==> src/design/afl_pkg.sv <==
`timescale 1ns / 1ps

package afl_pkg;

    localparam int DIM_BITS   = 13;
    localparam int POS_BITS   = DIM_BITS + 1;
    localparam int OUT_BITS   = DIM_BITS + 2;
    localparam int PROD_BITS  = 2 * DIM_BITS;
    localparam int DIV_STAGES = DIM_BITS;

    typedef enum logic [2:0] {
        MODE_ZERO,
        MODE_COPY,
        MODE_EQUAL,
        MODE_LETTER,
        MODE_PILLAR
    } afl_mode_t;

    typedef struct packed {
        logic signed [POS_BITS-1:0] dx;
        logic signed [POS_BITS-1:0] dy;
        logic [DIM_BITS-1:0]        dw;
        logic [DIM_BITS-1:0]        dh;
        logic [DIM_BITS-1:0]        sw;
        logic [DIM_BITS-1:0]        sh;
    } afl_geom_t;

    typedef struct packed {
        afl_mode_t mode;
        afl_geom_t geom;
    } afl_ctx_t;

endpackage

==> src/design/afl_ifs.sv <==
`timescale 1ns / 1ps

interface afl_req_if import afl_pkg::*; ();
    logic                       valid;
    logic                       ready;
    logic [DIM_BITS-1:0]        video_w;
    logic [DIM_BITS-1:0]        video_h;
    logic signed [POS_BITS-1:0] render_x;
    logic signed [POS_BITS-1:0] render_y;
    logic [DIM_BITS-1:0]        render_w;
    logic [DIM_BITS-1:0]        render_h;
    logic signed [POS_BITS-1:0] win_x;
    logic signed [POS_BITS-1:0] win_y;
    logic [DIM_BITS-1:0]        win_w;
    logic [DIM_BITS-1:0]        win_h;

    modport source (
        output valid, video_w, video_h, render_x, render_y, render_w, render_h,
               win_x, win_y, win_w, win_h,
        input  ready
    );
    modport sink (
        input  valid, video_w, video_h, render_x, render_y, render_w, render_h,
               win_x, win_y, win_w, win_h,
        output ready
    );
endinterface

interface afl_rsp_if import afl_pkg::*; ();
    logic                       valid;
    logic                       ready;
    logic signed [OUT_BITS-1:0] out_x;
    logic signed [OUT_BITS-1:0] out_y;
    logic [DIM_BITS-1:0]        out_w;
    logic [DIM_BITS-1:0]        out_h;
    logic                       invalid;

    modport source (
        output valid, out_x, out_y, out_w, out_h, invalid,
        input  ready
    );
    modport sink (
        input  valid, out_x, out_y, out_w, out_h, invalid,
        output ready
    );
endinterface

interface afl_cfg_if ();
    logic valid;
    logic ready;
    logic data;

    modport source (
        output valid, data,
        input  ready
    );
    modport sink (
        input  valid, data,
        output ready
    );
endinterface

==> src/design/afl_front.sv <==
`timescale 1ns / 1ps

module afl_front import afl_pkg::*; (
    input  logic                 clk,
    input  logic                 rst_n,
    input  logic                 scale_en,
    afl_req_if.sink              req,
    output logic                 out_valid,
    input  logic                 out_ready,
    output afl_ctx_t             out_ctx,
    output logic [PROD_BITS-1:0] out_num,
    output logic [DIM_BITS-1:0]  out_den
);

    logic                 a_valid_reg;
    afl_geom_t            a_geom_reg;
    afl_geom_t            a_geom_next;
    logic                 a_zero_reg;
    logic                 a_zero_next;
    logic                 a_scale_reg;
    logic [PROD_BITS-1:0] a_lhs_reg;
    logic [PROD_BITS-1:0] a_lhs_next;
    logic [PROD_BITS-1:0] a_rhs_reg;
    logic [PROD_BITS-1:0] a_rhs_next;
    logic                 a_ready;

    logic                 b_valid_reg;
    afl_ctx_t             b_ctx_reg;
    afl_ctx_t             b_ctx_next;
    logic [PROD_BITS-1:0] b_num_reg;
    logic [PROD_BITS-1:0] b_num_next;
    logic [DIM_BITS-1:0]  b_den_reg;
    logic [DIM_BITS-1:0]  b_den_next;
    logic                 b_ready;

    logic win_set;
    logic use_render;

    assign b_ready   = !b_valid_reg || out_ready;
    assign a_ready   = !a_valid_reg || b_ready;
    assign req.ready = a_ready;

    // The window wins when set, unless it covers the render area on both axes.
    always_comb
    begin
        win_set    = (req.win_w != '0) && (req.win_h != '0);
        use_render = win_set && (req.win_w > req.render_w) && (req.win_h > req.render_h);
        a_geom_next.sw = req.video_w;
        a_geom_next.sh = req.video_h;
        if (!win_set)
        begin
            a_geom_next.dx = '0;
            a_geom_next.dy = '0;
            a_geom_next.dw = req.render_w;
            a_geom_next.dh = req.render_h;
        end
        else if (use_render)
        begin
            a_geom_next.dx = req.render_x;
            a_geom_next.dy = req.render_y;
            a_geom_next.dw = req.render_w;
            a_geom_next.dh = req.render_h;
        end
        else
        begin
            a_geom_next.dx = req.win_x;
            a_geom_next.dy = req.win_y;
            a_geom_next.dw = req.win_w;
            a_geom_next.dh = req.win_h;
        end
        a_zero_next = (req.video_w == '0) || (req.video_h == '0) ||
                      (a_geom_next.dw == '0) || (a_geom_next.dh == '0);
        a_lhs_next  = PROD_BITS'(req.video_w) * PROD_BITS'(a_geom_next.dh);
        a_rhs_next  = PROD_BITS'(a_geom_next.dw) * PROD_BITS'(req.video_h);
    end

    always_ff @(posedge clk or negedge rst_n)
    begin
        if (!rst_n)
        begin
            a_valid_reg <= 1'b0;
        end
        else if (a_ready)
        begin
            a_valid_reg <= req.valid;
        end
    end

    always_ff @(posedge clk)
    begin
        if (a_ready && req.valid)
        begin
            a_geom_reg  <= a_geom_next;
            a_zero_reg  <= a_zero_next;
            a_scale_reg <= scale_en;
            a_lhs_reg   <= a_lhs_next;
            a_rhs_reg   <= a_rhs_next;
        end
    end

    always_comb
    begin
        b_ctx_next.geom = a_geom_reg;
        b_num_next      = a_lhs_reg;
        b_den_next      = a_geom_reg.sh;
        if (a_zero_reg)
        begin
            b_ctx_next.mode = MODE_ZERO;
        end
        else if (!a_scale_reg)
        begin
            b_ctx_next.mode = MODE_COPY;
        end
        else if (a_lhs_reg > a_rhs_reg)
        begin
            b_ctx_next.mode = MODE_LETTER;
            b_num_next      = a_rhs_reg;
            b_den_next      = a_geom_reg.sw;
        end
        else if (a_lhs_reg < a_rhs_reg)
        begin
            b_ctx_next.mode = MODE_PILLAR;
        end
        else
        begin
            b_ctx_next.mode = MODE_EQUAL;
        end
    end

    always_ff @(posedge clk or negedge rst_n)
    begin
        if (!rst_n)
        begin
            b_valid_reg <= 1'b0;
        end
        else if (b_ready)
        begin
            b_valid_reg <= a_valid_reg;
        end
    end

    always_ff @(posedge clk)
    begin
        if (b_ready && a_valid_reg)
        begin
            b_ctx_reg <= b_ctx_next;
            b_num_reg <= b_num_next;
            b_den_reg <= b_den_next;
        end
    end

    assign out_valid = b_valid_reg;
    assign out_ctx   = b_ctx_reg;
    assign out_num   = b_num_reg;
    assign out_den   = b_den_reg;

endmodule

==> src/design/afl_div.sv <==
`timescale 1ns / 1ps

module afl_div import afl_pkg::*; (
    input  logic                 clk,
    input  logic                 rst_n,
    input  logic                 in_valid,
    output logic                 in_ready,
    input  afl_ctx_t             in_ctx,
    input  logic [PROD_BITS-1:0] in_num,
    input  logic [DIM_BITS-1:0]  in_den,
    output logic                 out_valid,
    input  logic                 out_ready,
    output afl_ctx_t             out_ctx,
    output logic [DIM_BITS-1:0]  out_quo
);

    logic                 valid_reg [DIV_STAGES];
    logic [PROD_BITS-1:0] rem_reg   [DIV_STAGES];
    logic [DIM_BITS-1:0]  den_reg   [DIV_STAGES];
    logic [DIM_BITS-1:0]  quo_reg   [DIV_STAGES];
    afl_ctx_t             ctx_reg   [DIV_STAGES];
    logic [DIV_STAGES:0]  stage_ready;
    wire  [DIV_STAGES-1:0] valid_vec;

    assign stage_ready[DIV_STAGES] = out_ready;

    genvar i;
    for (i = 0; i < DIV_STAGES; i++)
    begin : g_stage
        localparam int SHIFT = DIV_STAGES - 1 - i;

        logic                 valid_in;
        logic [PROD_BITS-1:0] rem_in;
        logic [DIM_BITS-1:0]  den_in;
        logic [DIM_BITS-1:0]  quo_in;
        afl_ctx_t             ctx_in;
        logic [PROD_BITS-1:0] trial;
        logic                 take;
        logic [PROD_BITS-1:0] rem_next;
        logic [DIM_BITS-1:0]  quo_next;

        if (i == 0)
        begin : g_first
            assign valid_in = in_valid;
            assign rem_in   = in_num;
            assign den_in   = in_den;
            assign quo_in   = '0;
            assign ctx_in   = in_ctx;
        end
        else
        begin : g_next
            assign valid_in = valid_reg[i-1];
            assign rem_in   = rem_reg[i-1];
            assign den_in   = den_reg[i-1];
            assign quo_in   = quo_reg[i-1];
            assign ctx_in   = ctx_reg[i-1];
        end

        assign trial          = PROD_BITS'(den_in) << SHIFT;
        assign take           = rem_in >= trial;
        assign rem_next       = take ? rem_in - trial : rem_in;
        assign quo_next       = take ? quo_in | (DIM_BITS'(1) << SHIFT) : quo_in;
        assign stage_ready[i] = !valid_reg[i] || stage_ready[i+1];
        assign valid_vec[i]   = valid_reg[i];

        always_ff @(posedge clk or negedge rst_n)
        begin
            if (!rst_n)
            begin
                valid_reg[i] <= 1'b0;
            end
            else if (stage_ready[i])
            begin
                valid_reg[i] <= valid_in;
            end
        end

        always_ff @(posedge clk)
        begin
            if (stage_ready[i] && valid_in)
            begin
                rem_reg[i] <= rem_next;
                den_reg[i] <= den_in;
                quo_reg[i] <= quo_next;
                ctx_reg[i] <= ctx_in;
            end
        end
    end

    assign in_ready  = stage_ready[0];
    assign out_valid = valid_reg[DIV_STAGES-1];
    assign out_ctx   = ctx_reg[DIV_STAGES-1];
    assign out_quo   = quo_reg[DIV_STAGES-1];

    a_full_when_blocked: assert property (@(posedge clk) disable iff (!rst_n)
        !in_ready |-> $countones(valid_vec) == DIV_STAGES)
        else $error("Divider refused a beat while holding a bubble.");

    a_letter_fits: assert property (@(posedge clk) disable iff (!rst_n)
        out_valid && out_ctx.mode == MODE_LETTER |-> out_quo < out_ctx.geom.dh)
        else $error("Letterbox height exceeds the destination height.");

    a_pillar_fits: assert property (@(posedge clk) disable iff (!rst_n)
        out_valid && out_ctx.mode == MODE_PILLAR |-> out_quo < out_ctx.geom.dw)
        else $error("Pillarbox width exceeds the destination width.");

endmodule

==> src/design/afl_back.sv <==
`timescale 1ns / 1ps

module afl_back import afl_pkg::*; (
    input  logic                clk,
    input  logic                rst_n,
    input  logic                in_valid,
    output logic                in_ready,
    input  afl_ctx_t            in_ctx,
    input  logic [DIM_BITS-1:0] in_quo,
    afl_rsp_if.source           rsp
);

    logic                       valid_reg;
    logic signed [OUT_BITS-1:0] x_reg;
    logic signed [OUT_BITS-1:0] x_next;
    logic signed [OUT_BITS-1:0] y_reg;
    logic signed [OUT_BITS-1:0] y_next;
    logic [DIM_BITS-1:0]        w_reg;
    logic [DIM_BITS-1:0]        w_next;
    logic [DIM_BITS-1:0]        h_reg;
    logic [DIM_BITS-1:0]        h_next;
    logic                       invalid_reg;
    logic                       invalid_next;
    logic [DIM_BITS-1:0]        spare_w;
    logic [DIM_BITS-1:0]        spare_h;
    afl_geom_t                  g;

    assign g        = in_ctx.geom;
    assign in_ready = !valid_reg || rsp.ready;

    // The placed size is picked first; centering then uses half the spare room on each axis.
    always_comb
    begin
        w_next       = g.dw;
        h_next       = g.dh;
        invalid_next = 1'b0;
        case (in_ctx.mode)
            MODE_ZERO:
            begin
                invalid_next = 1'b1;
            end
            MODE_COPY:
            begin
                w_next = (g.sw < g.dw) ? g.sw : g.dw;
                h_next = (g.sh < g.dh) ? g.sh : g.dh;
            end
            MODE_LETTER:
            begin
                h_next = in_quo;
            end
            MODE_PILLAR:
            begin
                w_next = in_quo;
            end
            default:
            begin
                w_next = g.dw;
            end
        endcase
        spare_w = g.dw - w_next;
        spare_h = g.dh - h_next;
        x_next  = {g.dx[POS_BITS-1], g.dx} + {2'b00, spare_w >> 1};
        y_next  = {g.dy[POS_BITS-1], g.dy} + {2'b00, spare_h >> 1};
        if (invalid_next)
        begin
            w_next = '0;
            h_next = '0;
            x_next = '0;
            y_next = '0;
        end
    end

    always_ff @(posedge clk or negedge rst_n)
    begin
        if (!rst_n)
        begin
            valid_reg <= 1'b0;
        end
        else if (in_ready)
        begin
            valid_reg <= in_valid;
        end
    end

    always_ff @(posedge clk)
    begin
        if (in_ready && in_valid)
        begin
            x_reg       <= x_next;
            y_reg       <= y_next;
            w_reg       <= w_next;
            h_reg       <= h_next;
            invalid_reg <= invalid_next;
        end
    end

    assign rsp.valid   = valid_reg;
    assign rsp.out_x   = x_reg;
    assign rsp.out_y   = y_reg;
    assign rsp.out_w   = w_reg;
    assign rsp.out_h   = h_reg;
    assign rsp.invalid = invalid_reg;

endmodule

==> src/design/aspect_fit_letterbox_rect_unit.sv <==
`timescale 1ns / 1ps
// Channel  Role    Beat contents
// req      sink    frame size, render rectangle, window rectangle
// rsp      source  placed rectangle and invalid flag
// cfg      sink    scale enable bit
//
// One rectangle is accepted per cycle while the output is not stalled. The restoring
// divider resolves one quotient bit per stage.
// Every stage loads on its own ready, so bubbles close up while the output is stalled.
// Reset clears all stage valid bits and sets scale enable to 1.
// A configuration write takes effect for rectangles accepted after it.

module aspect_fit_letterbox_rect_unit import afl_pkg::*; (
    input  logic       clk,
    input  logic       rst_n,
    afl_req_if.sink    req,
    afl_rsp_if.source  rsp,
    afl_cfg_if.sink    cfg
);

    logic                 scale_en_reg;
    logic                 fr_valid;
    logic                 fr_ready;
    afl_ctx_t             fr_ctx;
    logic [PROD_BITS-1:0] fr_num;
    logic [DIM_BITS-1:0]  fr_den;
    logic                 dv_valid;
    logic                 dv_ready;
    afl_ctx_t             dv_ctx;
    logic [DIM_BITS-1:0]  dv_quo;

    assign cfg.ready = 1'b1;

    always_ff @(posedge clk or negedge rst_n)
    begin
        if (!rst_n)
        begin
            scale_en_reg <= 1'b1;
        end
        else if (cfg.valid)
        begin
            scale_en_reg <= cfg.data;
        end
    end

    afl_front u_front (
        .clk       (clk),
        .rst_n     (rst_n),
        .scale_en  (scale_en_reg),
        .req       (req),
        .out_valid (fr_valid),
        .out_ready (fr_ready),
        .out_ctx   (fr_ctx),
        .out_num   (fr_num),
        .out_den   (fr_den)
    );

    afl_div u_div (
        .clk       (clk),
        .rst_n     (rst_n),
        .in_valid  (fr_valid),
        .in_ready  (fr_ready),
        .in_ctx    (fr_ctx),
        .in_num    (fr_num),
        .in_den    (fr_den),
        .out_valid (dv_valid),
        .out_ready (dv_ready),
        .out_ctx   (dv_ctx),
        .out_quo   (dv_quo)
    );

    afl_back u_back (
        .clk      (clk),
        .rst_n    (rst_n),
        .in_valid (dv_valid),
        .in_ready (dv_ready),
        .in_ctx   (dv_ctx),
        .in_quo   (dv_quo),
        .rsp      (rsp)
    );

endmodule
==> src/flat_wrapper.sv <==
// flat-port wrapper written by rule: the top's interface ports become plain ports
module aspect_fit_letterbox_rect_unit_flat import afl_pkg::*;
  (clk, rst_n, req_valid, req_video_w, req_video_h, req_render_x, req_render_y, req_render_w, req_render_h, req_win_x, req_win_y, req_win_w, req_win_h, req_ready, rsp_valid, rsp_out_x, rsp_out_y, rsp_out_w, rsp_out_h, rsp_invalid, rsp_ready, cfg_valid, cfg_data, cfg_ready);
  afl_req_if req_i ();
  afl_rsp_if rsp_i ();
  afl_cfg_if cfg_i ();
  input  logic clk;
  input  logic rst_n;
  input wire logic [$bits(req_i.valid)-1:0] req_valid;
  input wire logic [$bits(req_i.video_w)-1:0] req_video_w;
  input wire logic [$bits(req_i.video_h)-1:0] req_video_h;
  input wire logic [$bits(req_i.render_x)-1:0] req_render_x;
  input wire logic [$bits(req_i.render_y)-1:0] req_render_y;
  input wire logic [$bits(req_i.render_w)-1:0] req_render_w;
  input wire logic [$bits(req_i.render_h)-1:0] req_render_h;
  input wire logic [$bits(req_i.win_x)-1:0] req_win_x;
  input wire logic [$bits(req_i.win_y)-1:0] req_win_y;
  input wire logic [$bits(req_i.win_w)-1:0] req_win_w;
  input wire logic [$bits(req_i.win_h)-1:0] req_win_h;
  output wire logic [$bits(req_i.ready)-1:0] req_ready;
  output wire logic [$bits(rsp_i.valid)-1:0] rsp_valid;
  output wire logic [$bits(rsp_i.out_x)-1:0] rsp_out_x;
  output wire logic [$bits(rsp_i.out_y)-1:0] rsp_out_y;
  output wire logic [$bits(rsp_i.out_w)-1:0] rsp_out_w;
  output wire logic [$bits(rsp_i.out_h)-1:0] rsp_out_h;
  output wire logic [$bits(rsp_i.invalid)-1:0] rsp_invalid;
  input wire logic [$bits(rsp_i.ready)-1:0] rsp_ready;
  input wire logic [$bits(cfg_i.valid)-1:0] cfg_valid;
  input wire logic [$bits(cfg_i.data)-1:0] cfg_data;
  output wire logic [$bits(cfg_i.ready)-1:0] cfg_ready;
  assign req_i.valid = req_valid;
  assign req_i.video_w = req_video_w;
  assign req_i.video_h = req_video_h;
  assign req_i.render_x = req_render_x;
  assign req_i.render_y = req_render_y;
  assign req_i.render_w = req_render_w;
  assign req_i.render_h = req_render_h;
  assign req_i.win_x = req_win_x;
  assign req_i.win_y = req_win_y;
  assign req_i.win_w = req_win_w;
  assign req_i.win_h = req_win_h;
  assign req_ready = req_i.ready;
  assign rsp_valid = rsp_i.valid;
  assign rsp_out_x = rsp_i.out_x;
  assign rsp_out_y = rsp_i.out_y;
  assign rsp_out_w = rsp_i.out_w;
  assign rsp_out_h = rsp_i.out_h;
  assign rsp_invalid = rsp_i.invalid;
  assign rsp_i.ready = rsp_ready;
  assign cfg_i.valid = cfg_valid;
  assign cfg_i.data = cfg_data;
  assign cfg_ready = cfg_i.ready;
  aspect_fit_letterbox_rect_unit u_core (.clk(clk), .rst_n(rst_n), .req(req_i), .rsp(rsp_i), .cfg(cfg_i));
endmodule
==> config.mk <==
export PLATFORM = sky130hd
export DESIGN_NAME = aspect_fit_letterbox_rect_unit_flat
export DESIGN_NICKNAME = d
export VERILOG_FILES = /design/src/design/afl_pkg.sv /design/src/design/afl_ifs.sv /design/src/design/afl_front.sv /design/src/design/afl_div.sv /design/src/design/afl_back.sv /design/src/design/aspect_fit_letterbox_rect_unit.sv /design/src/flat_wrapper.sv
export SDC_FILE = /design/constraint.sdc
export NUM_CORES = 2
export LEC_CHECK = 0
export ABC_AREA = 1
export BUFFER_PORTS_ARGS = -buffer_cell sky130_fd_sc_hd__buf_4
export CORE_MARGIN = 3
export CORE_UTILIZATION = 40
export CTS_CLUSTER_SIZE = 28
export DETAILED_ROUTE_END_ITERATION = 16
export HOLD_SLACK_MARGIN = 0.1
export PLACE_DENSITY = 0.55
export SLEW_MARGIN = 40
export SYNTH_ARGS = -nofsm -noshare
export SYNTH_HDL_FRONTEND = slang
export SYNTH_HIERARCHICAL = 1
export SYNTH_SLANG_ARGS = --single-unit
==> constraint.sdc <==
create_clock -name clk -period 8.39 [get_ports clk]
set_input_delay 2.517 -clock clk [delete_from_list [all_inputs] [get_ports clk]]
set_output_delay 2.517 -clock clk [all_outputs]
set_load 0.005 [all_outputs]
# Word-level counts from Yosys, hierarchy flattened

Memory sizes are Yosys's and may differ from the RTL's.
Index checks and enable logic that the tools add are counted.

Register bits after elaboration: 330
RAM bits: 1,755
Input port bits: 140
Output and inout bits: 60
Memories: 4

Memories:

| memory               | depth | bits a word | read ports | clocked after Yosys merged registers in | wr ports | RTL line      | RTL |
|---|---|---|---|---|---|---|---|
| u_core.u_div.ctx_reg | 13    | 83          | 13         | 0                                       | 13       | afl_div.sv:21 | `afl_ctx_t ctx_reg [DIV_STAGES];` |
| u_core.u_div.rem_reg | 13    | 26          | 12         | 0                                       | 13       | afl_div.sv:18 | `logic [PROD_BITS-1:0] rem_reg [DIV_STAGES];` |
| u_core.u_div.den_reg | 13    | 13          | 12         | 0                                       | 13       | afl_div.sv:19 | `logic [DIM_BITS-1:0] den_reg [DIV_STAGES];` |
| u_core.u_div.quo_reg | 13    | 13          | 13         | 0                                       | 13       | afl_div.sv:20 | `logic [DIM_BITS-1:0] quo_reg [DIV_STAGES];` |

$add $sub $neg: 17
$mul: 2
Magnitude comparators: 19
Eq/ne operators: 3
Mux-type cells: 68
Bitwise logic cells: 1
Reductions and logical operators: 63

Operator list:

| cell             | count |
|---|---|
| $mux 26          | 17 |
| $mux 13          | 6 |
| $mux 54          | 1 |
| $logic_not 13->1 | 4 |
| $mul 13x13->26   | 2 |
| $pmux 13 s2      | 2 |
| $add 14x13->15   | 2 |
| $mux 1           | 29 |
| $ge 26x13->1     | 1 |
| $ge 26x14->1     | 1 |
| $ge 26x15->1     | 1 |
| $ge 26x16->1     | 1 |
| $ge 26x17->1     | 1 |
| $ge 26x18->1     | 1 |
| $ge 26x19->1     | 1 |
| $ge 26x20->1     | 1 |
| $ge 26x21->1     | 1 |
| $ge 26x22->1     | 1 |
| $ge 26x23->1     | 1 |
| $ge 26x24->1     | 1 |
| $ge 26x25->1     | 1 |
| $gt 13x13->1     | 2 |
| $gt 26x26->1     | 1 |
| $lt 13x13->1     | 2 |
| other kinds (37) | 92 |

# Logic depth before layout (Yosys ltp)

Depth after elaboration: 18
Depth in mapped cells: 37

# Modules after synthesis

Netlist, hierarchy kept.

Modules (own cells, without submodules):

| module                         | times used | cells an instance | area each (um^2) |
|---|---|---|---|
| afl_div                        | 1          | 4,539             | 64,871.0 |
| afl_front                      | 1          | 2,216             | 21,579.4 |
| afl_back                       | 1          | 852               | 6,004.5 |
| aspect_fit_letterbox_rect_unit | 1          | 7                 | 52.6 |

# Least setup slack after synthesis

OpenSTA, ideal clock, no wires.

Path type: input -> register
Start point: input rsp_ready
End point: register u_core.u_front.b_ctx_reg (netlist bit u_core/u_front/out_ctx[0]) (enable)
Library setup time: 0.643 ns
Data arrival time: 9.179 ns
Required time: 7.747 ns
Path slack: -1.432 ns
Stages on the path: 12
Buffers on the path: 0
Cell sequence: inv_1 nand2_1 inv_1 nand4_1 nor2_1 nand4_1 nor2_1 nand4_1 nor2_1 nand2_1 inv_1 a21oi_1

Word-level cells in the longest chain between the ends: 16

RTL lines:

| what                           | RTL line                             | RTL |
|---|---|---|
| start: declaration             | flat_wrapper.sv:27                   | `input wire logic [$bits(rsp_i.ready)-1:0] rsp_ready;` |
| $logic_or 1x1->1               | afl_back.sv:29                       | `assign in_ready = !valid_reg \|\| rsp.ready;` |
| named net u_core.dv_ready      | aspect_fit_letterbox_rect_unit.sv:28 | `logic dv_ready;` |
| $logic_or 1x1->1 (13 in a row) | afl_div.sv:63                        | `assign stage_ready[i] = !valid_reg[i] \|\| stage_ready[i+1];` |
| named net u_core.fr_ready      | aspect_fit_letterbox_rect_unit.sv:23 | `logic fr_ready;` |
| $logic_or 1x1->1               | afl_front.sv:39                      | `assign b_ready = !b_valid_reg \|\| out_ready;` |
| $logic_and 1x1->1              | afl_front.sv:144                     | `if (b_ready && a_valid_reg)` |
| end signal: assignment         | afl_front.sv:146                     | `b_ctx_reg <= b_ctx_next;` |
| end: declaration               | afl_front.sv:28                      | `afl_ctx_t b_ctx_reg;` |

The timed path passes the listed nets, and every way through them passes these cells.
A chain may end at the register's enable or synchronous reset.

# Worst setup path in the final report

Start point: input req_render_w[12]
End point: register u_core.u_front.a_lhs_reg[22] (data pin)

Word-level cells in the longest chain between the ends: 6

RTL lines:

| what                                    | RTL line           | RTL |
|---|---|---|
| start: declaration                      | flat_wrapper.sv:14 | `input wire logic [$bits(req_i.render_w)-1:0] req_render_w;` |
| $gt 13x13->1                            | afl_front.sv:47    | `use_render = win_set && (req.win_w > req.render_w) && (req.win_h > req.render_h);` |
| $logic_and 1x1->1 (2 in a row)          | afl_front.sv:47    |  |
| $mux 54                                 | afl_front.sv:57    | `else if (use_render)` |
| $mux 26                                 | afl_front.sv:50    | `if (!win_set)` |
| $mul 13x13->26                          | afl_front.sv:73    | `a_lhs_next = PROD_BITS'(req.video_w) * PROD_BITS'(a_geom_next.dh);` |
| named net u_core.u_front.a_lhs_next[22] | afl_front.sv:22    | `logic [PROD_BITS-1:0] a_lhs_next;` |
| end signal: assignment                  | afl_front.sv:96    | `a_lhs_reg <= a_lhs_next;` |
| end: declaration                        | afl_front.sv:21    | `logic [PROD_BITS-1:0] a_lhs_reg;` |

The timed path passes the listed nets, and every way through them passes these cells.

==> summary.md <==
| Metric | Value |
|---|---|
| Post-synth top area cell | edfxtp_1 |
| Minimum clock period | 8.10 ns |
| Finished Layout Cells | 11300 |
| Fill count | 20700 |
| Max-slew violation count | 0 |
| Ys flop type | edfxtp_1 |
| Core Area | 229000 µm² |
| Post-synthesis sequential area ratio | 0.638 |
| First-pass GRT wire length | 338000 µm |
| Crit path max-delay family | adder cells |
| DR DRC count | 0 |
| Vias/cell | 4.81 |
| Worst setup endpoint | u_core/u_front/a_lhs_reg[22] |
| Final hold vios | 0 |
| Most frequent CP cell | fa_1 |
| Post-route setup slack | 0.290 ns |
| Register area | 59000 µm² |
| Clock Skews | 0.0535 ns |
| Dpl hpwl | 171000 µm |
| Relative slew slack | 0.403 |
| Max Freq | 123 MHz |
| Die W | 487 µm |
| Final global-route overflow total | 0 |
| Largest fanout on the critical path | 8 |
| Largest vdd supply drop | 0.455 mV |
| Number of global-route vias before repair | 56100 |
| CP Depth | 30 |
| Share of cells above drive strength 1 | 0.118 |
| Crit. End Element | flop |
| Startpoint Class | primary input |
| Commonest non-fill, non-tap cells in the layout | 1951 x edfxtp_1, 1440 x nand2_1, 1127 x inv_1 |
| Synth warnings | 6 |
| Max FFs per register | 1079 |
| Period Utilization, post-route | 0.965 |
| Initial core utilization | 0.405 |
| WL final | 220000 µm |
| Die ar. | 237000 µm² |
| Root Driver | clkbuf_16 |
| IO Port Bufs | 198 |
| R2R depth | 27 |
| Reg2Reg Capture Point | u_core/u_back/rsp.out_y[11] |
| Die height | 487 µm |
| Setup CP Type | in2reg |
| Syn Nets | 8441 |
| Multi-input gate area | 28100 µm² |
| Critical path launch point | req_render_w[12] |
| Bufs and invs on worst path | 8 |
| Via count | 54500 |
| Max_cap viols | 0 |
| Pre-CTS WS | -0.743 ns |
| H-tree Lvls | 4 |
| # clock sinks | 1968 |
| WP data arrival | 8.65 ns |
| R2R Path Start | u_core/u_div/ctx_reg[1][340] |
| Gr usage total | 0.187 |
| Post-synth EDFFs | 1951 |
| Initial antenna violation count | 6 |
| Post-Synth Simple-Gate Area | 0.117 |
| Placer Congestion | 0.910 |
| Hold Crit Class | reg2reg |
| Setup violators final | 0 |
| FFs w/ async S/R, synth | 0.00864 |
| Average wire per standard cell | 19.5 µm |
| Util after Layout | 0.463 |
| Setup TNS | 0 ns |
| FP Rows | 175 |
| CTS tree | built |
| Drt pass-1 iters | 5 |
| Commonest non-fill, non-tap cell in the layout | edfxtp_1 |
| Layout Nets | 8968 |
| Area fraction in compound gates after synthesis | 0.0524 |
| Post-synthesis cell area | 92500 µm² |
| Cells after Synth | 7614 |
| Area Overhead vs Synth | 14.4% |
| Violation count after the first detailed-route iteration | 3356 |
| Largest stage delay on the critical path | 0.55 ns |
| Clk buf depth | 3 |
| Worst-Skew Late Latency | 0.84 ns |
| Mux cell area share after synthesis | 0 |
| Main combinational cell family by area after synthesis | simple AND/OR/NAND/NOR gates |
| Worst-margin pin slew | 0.896 ns |
| I/O pins | 200 |
| P_leak | 43.6 nW |
| Synth area leaders | edfxtp_1 63%, nand2_1 5.8%, ha_1 5.8% |
| Req. time, crit path | 8.94 ns |
| FF-to-FF setup slack | 3.19 ns |
| Placed cell count | 10900 |
| Outcome | completed |
| Antenna Violating Nets Remaining | 0 |
| Top-area cell type share of the netlist area | 0.633 |
| Netlist cell types | 67 |
| CTS buffer count | 199 |
| Critical path's slowest cell | fa_1 |
| RSZ-0062 raised after global routing | false |
| Power Dens Cells | 433 nW/µm² |
| Seq cells post-synth | 1968 |
| Avg Cell Area, Syn | 12.1 µm² |
| Post-synthesis xor/xnor area fraction | 0.0184 |
| Final Hold Slack | 0.394 ns |
| Reg clk slew, reported paths | 0.06 ns |
| Largest net degree at the start of global routing | 134 |
| Synth Area in Adders | 0.114 |
## cell usage after synthesis, types with 32 or more instances
cell type / n
nand2_2: 36
buf_4: 100
o21ai_1: 34
nor3_1: 56
nand4_1: 82
o21ai_0: 279
inv_1: 1139
xor2_1: 99
xnor2_1: 95
nand2_1: 1440
nor2_1: 586
o21ai_2: 37
a21oi_1: 363
edfxtp_1: 1951
clkbuf_1: 32
fa_1: 258
ha_1: 429
nand3_1: 239
## what timing repair did
action,CTS,global route
buffers inserted,0,4
hold buffers,0,0
resized for setup,0,18
setup endpoints to repair,0,9
## metal layers
layer  wire [µm]  vias to the layer above  track usage
met3        6980                      273       0.0234
met5           0                        -            0
li1            -                    26800            -
met4        5470                        0       0.0495
met1       96600                    26400        0.242
met2      111000                      945        0.330
## final cells by class
cell class,count,area share
sequential,1968,0.558
multi-input combinational,4311,0.266
clock buffer,242,0.0488
inverter,1158,0.0414
timing repair buffer,503,0.0385
tap,3009,0.0356
clock inverter,124,0.0123
antenna,3,0.0000710
## worst min-delay path by stage
stage | startpoint | end | slack [ns] | depth (start not counted)
floorplan | u_core/u_front/out_ctx[0] | u_core/u_div/ctx_reg[0][0] | 0.40 | 0
global placement | u_core/u_div/ctx_reg[0][98] | u_core/u_div/ctx_reg[0][181] | 0.40 | 0
detailed placement | u_core/u_front/out_ctx[0] | u_core/u_div/ctx_reg[0][0] | 0.40 | 0
CTS | u_core/u_div/ctx_reg[0][115] | u_core/u_div/ctx_reg[0][198] | 0.39 | 0
global route | u_core/u_div/ctx_reg[1][64] | u_core/u_div/ctx_reg[1][147] | 0.39 | 0
finish | u_core/u_div/ctx_reg[1][64] | u_core/u_div/ctx_reg[1][147] | 0.39 | 0
## through the flow
step	cell area [µm²]	power (mW)
2_1_floorplan	92500	29.5
4_1_cts	106000	46.2
6_report	106000	45.8
3_3_place_gp	99100	37.2
3_5_place_dp	99100	37.4
5_1_grt	106000	49.6
## power breakdown
part | switching [mW] | internal, mW
Combinational | 12.4 | 8.48
Clock | 3.71 | 4.91
Sequential | 1.51 | 14.8
## kinds of logic (layout without fill, tap and decap cells)
family          after synthesis  count (layout)
flops                      1968            1968
simple gates               2569            2569
other cells                   1               4
compound gates              860             860
buf+inv                    1335            2027
xor+xnor                    194             194
fa+ha+maj                   687             687
(Power assumes the default switching activity.)
